`config.mk`:
```
export PLATFORM = sky130hd
export DESIGN_NAME = smac_front_flat
export DESIGN_NICKNAME = d
export VERILOG_FILES = /design/src/rtl/smac_pkg.sv /design/src/rtl/smac_if.sv /design/src/rtl/smac_front.sv /design/src/flat_wrapper.sv
export SDC_FILE = /design/constraint.sdc
export NUM_CORES = 1
export LEC_CHECK = 0
export BUFFER_PORTS_ARGS = -buffer_cell sky130_fd_sc_hd__buf_2
export CAP_MARGIN = 30
export CORE_ASPECT_RATIO = 0.8
export CORE_MARGIN = 5
export CORE_UTILIZATION = 48
export DETAILED_ROUTE_END_ITERATION = 16
export GPL_TIMING_DRIVEN = 0
export PLACE_DENSITY = 0.76
export SETUP_SLACK_MARGIN = 0.05
export SYNTH_ARGS = -nofsm -noshare
export SYNTH_HDL_FRONTEND = slang
export SYNTH_SLANG_ARGS = --single-unit
```
`constraint.sdc`:
```
create_clock -name clock -period 4.5 [get_ports clock]
set_input_delay 0.225 -clock clock [delete_from_list [all_inputs] [get_ports clock]]
set_output_delay 0.225 -clock clock [all_outputs]
set_load 0.01 [all_outputs]
```
`src/rtl/smac_pkg.sv`:
```
// shared types and constants of the sparse matrix assembly block
package smac_pkg;

   localparam int ROW_W      = 8;
   localparam int COL_W_IO   = 8;
   localparam int VAL_W      = 64;
   localparam int REQ_W      = 2;
   localparam int STATUS_W   = 3;
   localparam int INDEX_W    = 12;
   localparam int TOTAL_W    = 13;
   localparam int CSR_DATA_W = 9;
   localparam int CSR_IDX_W  = 1;
   localparam int QUEUE_DEPTH = 2;
   localparam logic [CSR_DATA_W-1:0] COUNT_RESET = 9'd256;

   typedef enum logic [REQ_W-1:0] {
      REQ_INSERT = 2'd0,
      REQ_READ   = 2'd1,
      REQ_CLEAR  = 2'd2,
      REQ_NOP    = 2'd3
   } req_code_type;

   typedef enum logic [CSR_IDX_W-1:0] {
      CSR_ROW_COUNT = 1'b0,
      CSR_COL_COUNT = 1'b1
   } csr_index_type;

   typedef enum logic [STATUS_W-1:0] {
      ST_NEW    = 3'd0,
      ST_MERGED = 3'd1,
      ST_FULL   = 3'd2,
      ST_RANGE  = 3'd3,
      ST_EMPTY  = 3'd4
   } status_type;

   typedef enum logic [2:0] {
      OP_INSERT,
      OP_RANGE,
      OP_READ,
      OP_CLEAR,
      OP_NOP
   } op_type;

   typedef struct packed {
      op_type              op;
      logic [ROW_W-1:0]    row;
      logic [COL_W_IO-1:0] col;
      logic [VAL_W-1:0]    value;
   } job_type;

   typedef struct packed {
      status_type          status;
      logic [ROW_W-1:0]    row;
      logic [COL_W_IO-1:0] col;
      logic [VAL_W-1:0]    value;
      logic [INDEX_W-1:0]  index;
      logic                first;
      logic                last;
   } result_type;

endpackage

```
`src/rtl/smac_if.sv`:
```
// channel interfaces: request, response and register write
interface smac_req_if;
   import smac_pkg::*;
   logic                valid;
   logic                ready;
   logic [REQ_W-1:0]    req_type;
   logic [ROW_W-1:0]    row;
   logic [COL_W_IO-1:0] col;
   logic [VAL_W-1:0]    value;
   modport source (output valid, req_type, row, col, value, input ready);
   modport sink (input valid, req_type, row, col, value, output ready);
endinterface


interface smac_csr_if;
   import smac_pkg::*;
   logic                  valid;
   logic                  ready;
   logic [CSR_IDX_W-1:0]  index;
   logic [CSR_DATA_W-1:0] data;
   modport source (output valid, index, data, input ready);
   modport sink (input valid, index, data, output ready);
endinterface

```
`src/rtl/smac_front.sv`:
```
// front end: register port, request classification and job queue
module smac_front #(
   parameter int MAX_ROWS = 256,
   parameter int MAX_COLS = 256
) (
   input  logic              clock,
   input  logic              reset,
   smac_req_if.sink          req_bus,
   smac_csr_if.sink          csr_bus,
   output logic              job_vld,
   output smac_pkg::job_type job,
   input  logic              job_rdy
);
   import smac_pkg::*;

   localparam int PTR_W = $clog2(QUEUE_DEPTH);
   localparam int CNT_W = $clog2(QUEUE_DEPTH + 1);

   logic [CSR_DATA_W-1:0] row_count_ff, col_count_ff;
   job_type               q_ff [QUEUE_DEPTH];
   logic [PTR_W-1:0]      wr_ptr_ff, rd_ptr_ff;
   logic [CNT_W-1:0]      cnt_ff;
   job_type               new_job;
   logic                  push, pop, in_range;

   assign csr_bus.ready = 1'b1;
   assign req_bus.ready = (cnt_ff < CNT_W'(QUEUE_DEPTH));
   assign push = req_bus.valid && req_bus.ready;
   assign pop  = job_vld && job_rdy;
   assign job_vld = (cnt_ff != '0);
   assign job = q_ff[rd_ptr_ff];

   always_comb begin
      in_range = ({1'b0, req_bus.row} < row_count_ff) && (32'(req_bus.row) < MAX_ROWS) &&
                 ({1'b0, req_bus.col} < col_count_ff) && (32'(req_bus.col) < MAX_COLS);
      new_job.row   = req_bus.row;
      new_job.col   = req_bus.col;
      new_job.value = req_bus.value;
      unique case (req_code_type'(req_bus.req_type))
         REQ_INSERT: new_job.op = in_range ? OP_INSERT : OP_RANGE;
         REQ_READ:   new_job.op = OP_READ;
         REQ_CLEAR:  new_job.op = OP_CLEAR;
         REQ_NOP:    new_job.op = OP_NOP;
         default:    new_job.op = OP_NOP;
      endcase
   end

   always_ff @(posedge clock) begin
      if (reset) begin
         row_count_ff <= COUNT_RESET;
         col_count_ff <= COUNT_RESET;
         wr_ptr_ff    <= '0;
         rd_ptr_ff    <= '0;
         cnt_ff       <= '0;
      end else begin
         if (csr_bus.valid) begin
            unique case (csr_index_type'(csr_bus.index))
               CSR_ROW_COUNT: row_count_ff <= csr_bus.data;
               CSR_COL_COUNT: col_count_ff <= csr_bus.data;
               default: ;
            endcase
         end
         if (push) begin
            wr_ptr_ff <= wr_ptr_ff + 1'b1;
         end
         if (pop) begin
            rd_ptr_ff <= rd_ptr_ff + 1'b1;
         end
         if (push && !pop) begin
            cnt_ff <= cnt_ff + 1'b1;
         end else if (pop && !push) begin
            cnt_ff <= cnt_ff - 1'b1;
         end
      end
      if (push) begin
         q_ff[wr_ptr_ff] <= new_job;
      end
   end

   a_queue_bound: assert property (@(posedge clock) disable iff (reset)
      cnt_ff <= CNT_W'(QUEUE_DEPTH)) else $error("job queue overfilled");
endmodule

```
`src/flat_wrapper.sv`:
```
// flat-port wrapper written by rule: the top's interface ports become plain ports
module smac_front_flat import smac_pkg::*;
#(
   parameter int MAX_ROWS = 256,
   parameter int MAX_COLS = 256
)
  (clock, reset, job_vld, job, job_rdy, req_bus_valid, req_bus_req_type, req_bus_row, req_bus_col, req_bus_value, req_bus_ready, csr_bus_valid, csr_bus_index, csr_bus_data, csr_bus_ready);
  smac_req_if req_bus_i ();
  smac_csr_if csr_bus_i ();
  input  logic clock;
  input  logic reset;
  output logic job_vld;
  output smac_pkg::job_type job;
  input  logic job_rdy;
  input wire logic [$bits(req_bus_i.valid)-1:0] req_bus_valid;
  input wire logic [$bits(req_bus_i.req_type)-1:0] req_bus_req_type;
  input wire logic [$bits(req_bus_i.row)-1:0] req_bus_row;
  input wire logic [$bits(req_bus_i.col)-1:0] req_bus_col;
  input wire logic [$bits(req_bus_i.value)-1:0] req_bus_value;
  output wire logic [$bits(req_bus_i.ready)-1:0] req_bus_ready;
  input wire logic [$bits(csr_bus_i.valid)-1:0] csr_bus_valid;
  input wire logic [$bits(csr_bus_i.index)-1:0] csr_bus_index;
  input wire logic [$bits(csr_bus_i.data)-1:0] csr_bus_data;
  output wire logic [$bits(csr_bus_i.ready)-1:0] csr_bus_ready;
  assign req_bus_i.valid = req_bus_valid;
  assign req_bus_i.req_type = req_bus_req_type;
  assign req_bus_i.row = req_bus_row;
  assign req_bus_i.col = req_bus_col;
  assign req_bus_i.value = req_bus_value;
  assign req_bus_ready = req_bus_i.ready;
  assign csr_bus_i.valid = csr_bus_valid;
  assign csr_bus_i.index = csr_bus_index;
  assign csr_bus_i.data = csr_bus_data;
  assign csr_bus_ready = csr_bus_i.ready;
  smac_front #(.MAX_ROWS(MAX_ROWS), .MAX_COLS(MAX_COLS)) u_core (.clock(clock), .reset(reset), .req_bus(req_bus_i), .csr_bus(csr_bus_i), .job_vld(job_vld), .job(job), .job_rdy(job_rdy));
endmodule
```
==> run_results.csv <==
group,metric,value,unit
sta,tightest_slew,0.715,ns
sta,period_share,45.9,%
yosys,ys_seq_elements,189,
outcome,status,"completed",
yosys,syn_avg_cell_area,17.4,um^2
yosys,synth_top_family_by_area,"multiplexers",
critical_path,crit_slowest_cell,"mux2_2",
power_and_ir_drop,power_frac_seq,45.7,%
yosys,post_synth_and_or_nand_nor_area_fraction,3.67,%
critical_path,endpoint_kind,"primary output",
power_and_ir_drop,switching_share,28.1,%
drt,first_iter_violations,270,
placement,port_buffers,181,
power_and_ir_drop,cellLeakagePower,3.75,nW
yosys,synth_compound_area_share,2.65,%
critical_path,critical_path_class,"flop to primary output",
die,dieArea,17700,um^2
critical_path,worst-path-max-fanout,10,
clock_network,cts_buffers,17,
cells_and_area,n_antenna_cell,0,
cells_and_area,nFillCells,1055,
cells_and_area,layout.nets,809,
sta,skew,0.00617,ns
clock_network,ctsRootBufferMaster,"clkbuf_16",
clock_network,ctsLongestPathBuffers,2,
sta,min_period,2.07,ns
yosys,netlist_area,7260,um^2
clock_network,cts_resized,0,
drt,routed_wl,15800,um
critical_path,reg2reg_from,"u_core.cnt_ff[1]$_SDFFE_PP0P_",
yosys,synth_warnings,0,
global_route,grt_max_degree,52,
power_and_ir_drop,clockPowerShare,27.9,%
die,rows,40,
power_and_ir_drop,switchingPower,1.40,mW
yosys,yosysTopAreaCell,"edfxtp_1",
placement,gp_congestion,0.840,
die,top_level_ports,183,
drt,drt_pre_antenna_iters,4,
global_route,grt_pass1_vias,4620,
global_route,grt_pass1_wl,24300,um
hold_path,min_path_type,"primary input to flop",
power_and_ir_drop,combPwrFrac,26.4,%
clock_network,clk_latency,0.42,ns
global_route,grt.total_usage,17.9,%
yosys,synth.distinct_cells,30,
yosys,synthXorXnorAreaFrac,0.483,%
die,chipHeight,120,um
critical_path,path_cells,"buf_2 > buf_4 > mux2_2 > buf_2",
critical_path,cp-start-kind,"flop",
die,die_w,147,um
job,cap_violations,0,
critical_path,slowest_delay,0.37,ns
sta,setup_viol,0,
sta,rsz0062_at_grt,"false",
yosys,synthMuxAreaShare,12.9,%
hold_path,holdCritStartpoint,"req_bus_col[2]",
power_and_ir_drop,p_int,3.60,mW
sta,slew_violations,0,
yosys,synth_fa_ha_area_share,3.10,%
sta,hold_viol,0,
drt,vias,4477,
placement,hpwl,10100,um
power_and_ir_drop,ir_drop,0.289,mV
sta,fin_tns_setup,0,ns
critical_path,required,4.28,ns
drt,drcViolationCount,0,
die,coreArea,14900,um^2
clock_network,cts_tree,"done",
die,initial_utilization,48.7,%
global_route,grt_overflow,0,
yosys,syn_nets,533,
cells_and_area,area_growth,34.4,%
yosys,synth_area_leaders,"edfxtp_1, mux2_2, dfxtp_1",
clock_network,clock_sinks,189,
clock_network,cts_max_level,4,
drt,wire_per_inst,17.6,um
drt,post_drt_via_cell_ratio,5.00,
sta,relSlewSlack,52.2,%
yosys,syn_inst,418,
critical_path,cpMostUsedCell,"buf_2",
global_route,antenna_found_initial,1,
power_and_ir_drop,power_density,512,nW/um^2
yosys,seq_area_frac_synth,75.0,%
drt,antenna_left,0,
critical_path,critPathArrivalTime,1.84,ns
cells_and_area,layout_common_cells,"buf_2, edfxtp_1, mux2_2, dlygate4sd3_1, nand2_1",
clock_network,clk_pin_slew,0.06,ns
sta,fmax,0.484,GHz
yosys,synth_top_area_share,68.7,%
cells_and_area,drive_above_1_share,44.3,%
cells_and_area,final_common_cell,"buf_2",
power_and_ir_drop,total_power,5.00,mW
[logic make-up after synthesis]
kind of cell	count (synthesis)
xor gates and xnor gates	4
buffers and inverters	32
adders and majority gates	18
AOI/OAI and AO/OA	32
muxes	83
and+or+nand+nor	59
DFF	189
other	1
[path summary, 6_finish.rpt]
kind                                    endpoint  slack, ns  cells after the start
max                                      job[74]       2.43                      4
min                 u_core.q_ff[1][66]$_DFFE_PP_       0.02                      1
max reg2reg         u_core.q_ff[0][27]$_DFFE_PP_       2.53                      3
min reg2reg  u_core.col_count_ff[6]$_SDFFE_PP0P_       0.46                      2
[area by class of cell]
type	instances	area, um^2	area share (%)
Multi-Input combinational cell	197	1670	17.1
Sequential cell	189	5450	55.8
Timing Repair Buffer	257	1700	17.5
Buffer	15	92.6	0.949
Inverter	17	63.8	0.654
Clock buffer	19	433	4.44
Clock inverter	13	113	1.15
Tap cell	189	236	2.42
[routing by layer]
metal / vias up / global-route usage, % / routed length, um
met1: 2189 / 22.4 / 6860
met4: 2 / 4.48 / 136
li1: 2116 / - / -
met5: - / 0 / 7
met3: 15 / 5.66 / 904
met2: 155 / 30.3 / 7860
[sequential cells by signal (all words and copies together), names as in the netlist, named ones only]
name,cells
u_core.cnt_ff,2
u_core.col_count_ff,9
u_core.q_ff,166
u_core.rd_ptr_ff,1
u_core.row_count_ff,9
u_core.wr_ptr_ff,1
[cell usage after synthesis]
cell and n:
dfxtp_1 23, clkbuf_1 1, xnor2_1 1, xor2_1 3, and2_1 2, o32a_1 1
buf_1 1, conb_1 1, nand2b_1 2, mux2_2 83, a21o_1 3, a21oi_2 2
nand2_1 40, edfxtp_1 166, a21oi_1 22, or3_1 1, ha_1 18, or2_1 1
o221ai_2 1, buf_4 8, nand4_1 1, a211oi_1 1, nor2b_1 4, nor2_1 4
nand3b_1 2, inv_1 17, o21ai_0 1, o21ai_1 1, buf_2 5, nand4b_1 2
[stage by stage]
step                      std cells  util, %  worst slack, ns  hold slack [ns]  area [um^2]
after floorplan                 418        -             1.31            0.294         7260
after global placement          788     56.4            0.192            0.412         8400
after detailed placement        791     56.9             2.55            0.416         8480
after CTS                       891     65.1             2.39         0.000642         9710
after global routing            896     65.4             2.34          0.00331         9760
final                           896     65.4             2.43           0.0209         9760
[critical path, delay by kind of cell (launching register included)]
family	cells	cell delay [ns]
buf+inv	3	0.73
flops	1	0.33
mux	1	0.37
[what timing repair did]
action | CTS | global route
hold endpoints to repair | 136 | 8
setup buffers | 0 | 0
hold buffers | 68 | 5
[power groups by stage]
stage | Sequential (mW) | Combinational, mW | Clock (mW)
floorplan | 2.32 | 0.761 | 0
global route | 2.31 | 1.41 | 1.50
detailed placement | 2.32 | 1.27 | 0
finish | 2.29 | 1.32 | 1.40
global placement | 2.34 | 1.20 | 0
CTS | 2.28 | 1.32 | 1.42
Note: power is estimated with default switching activity, not from simulation.
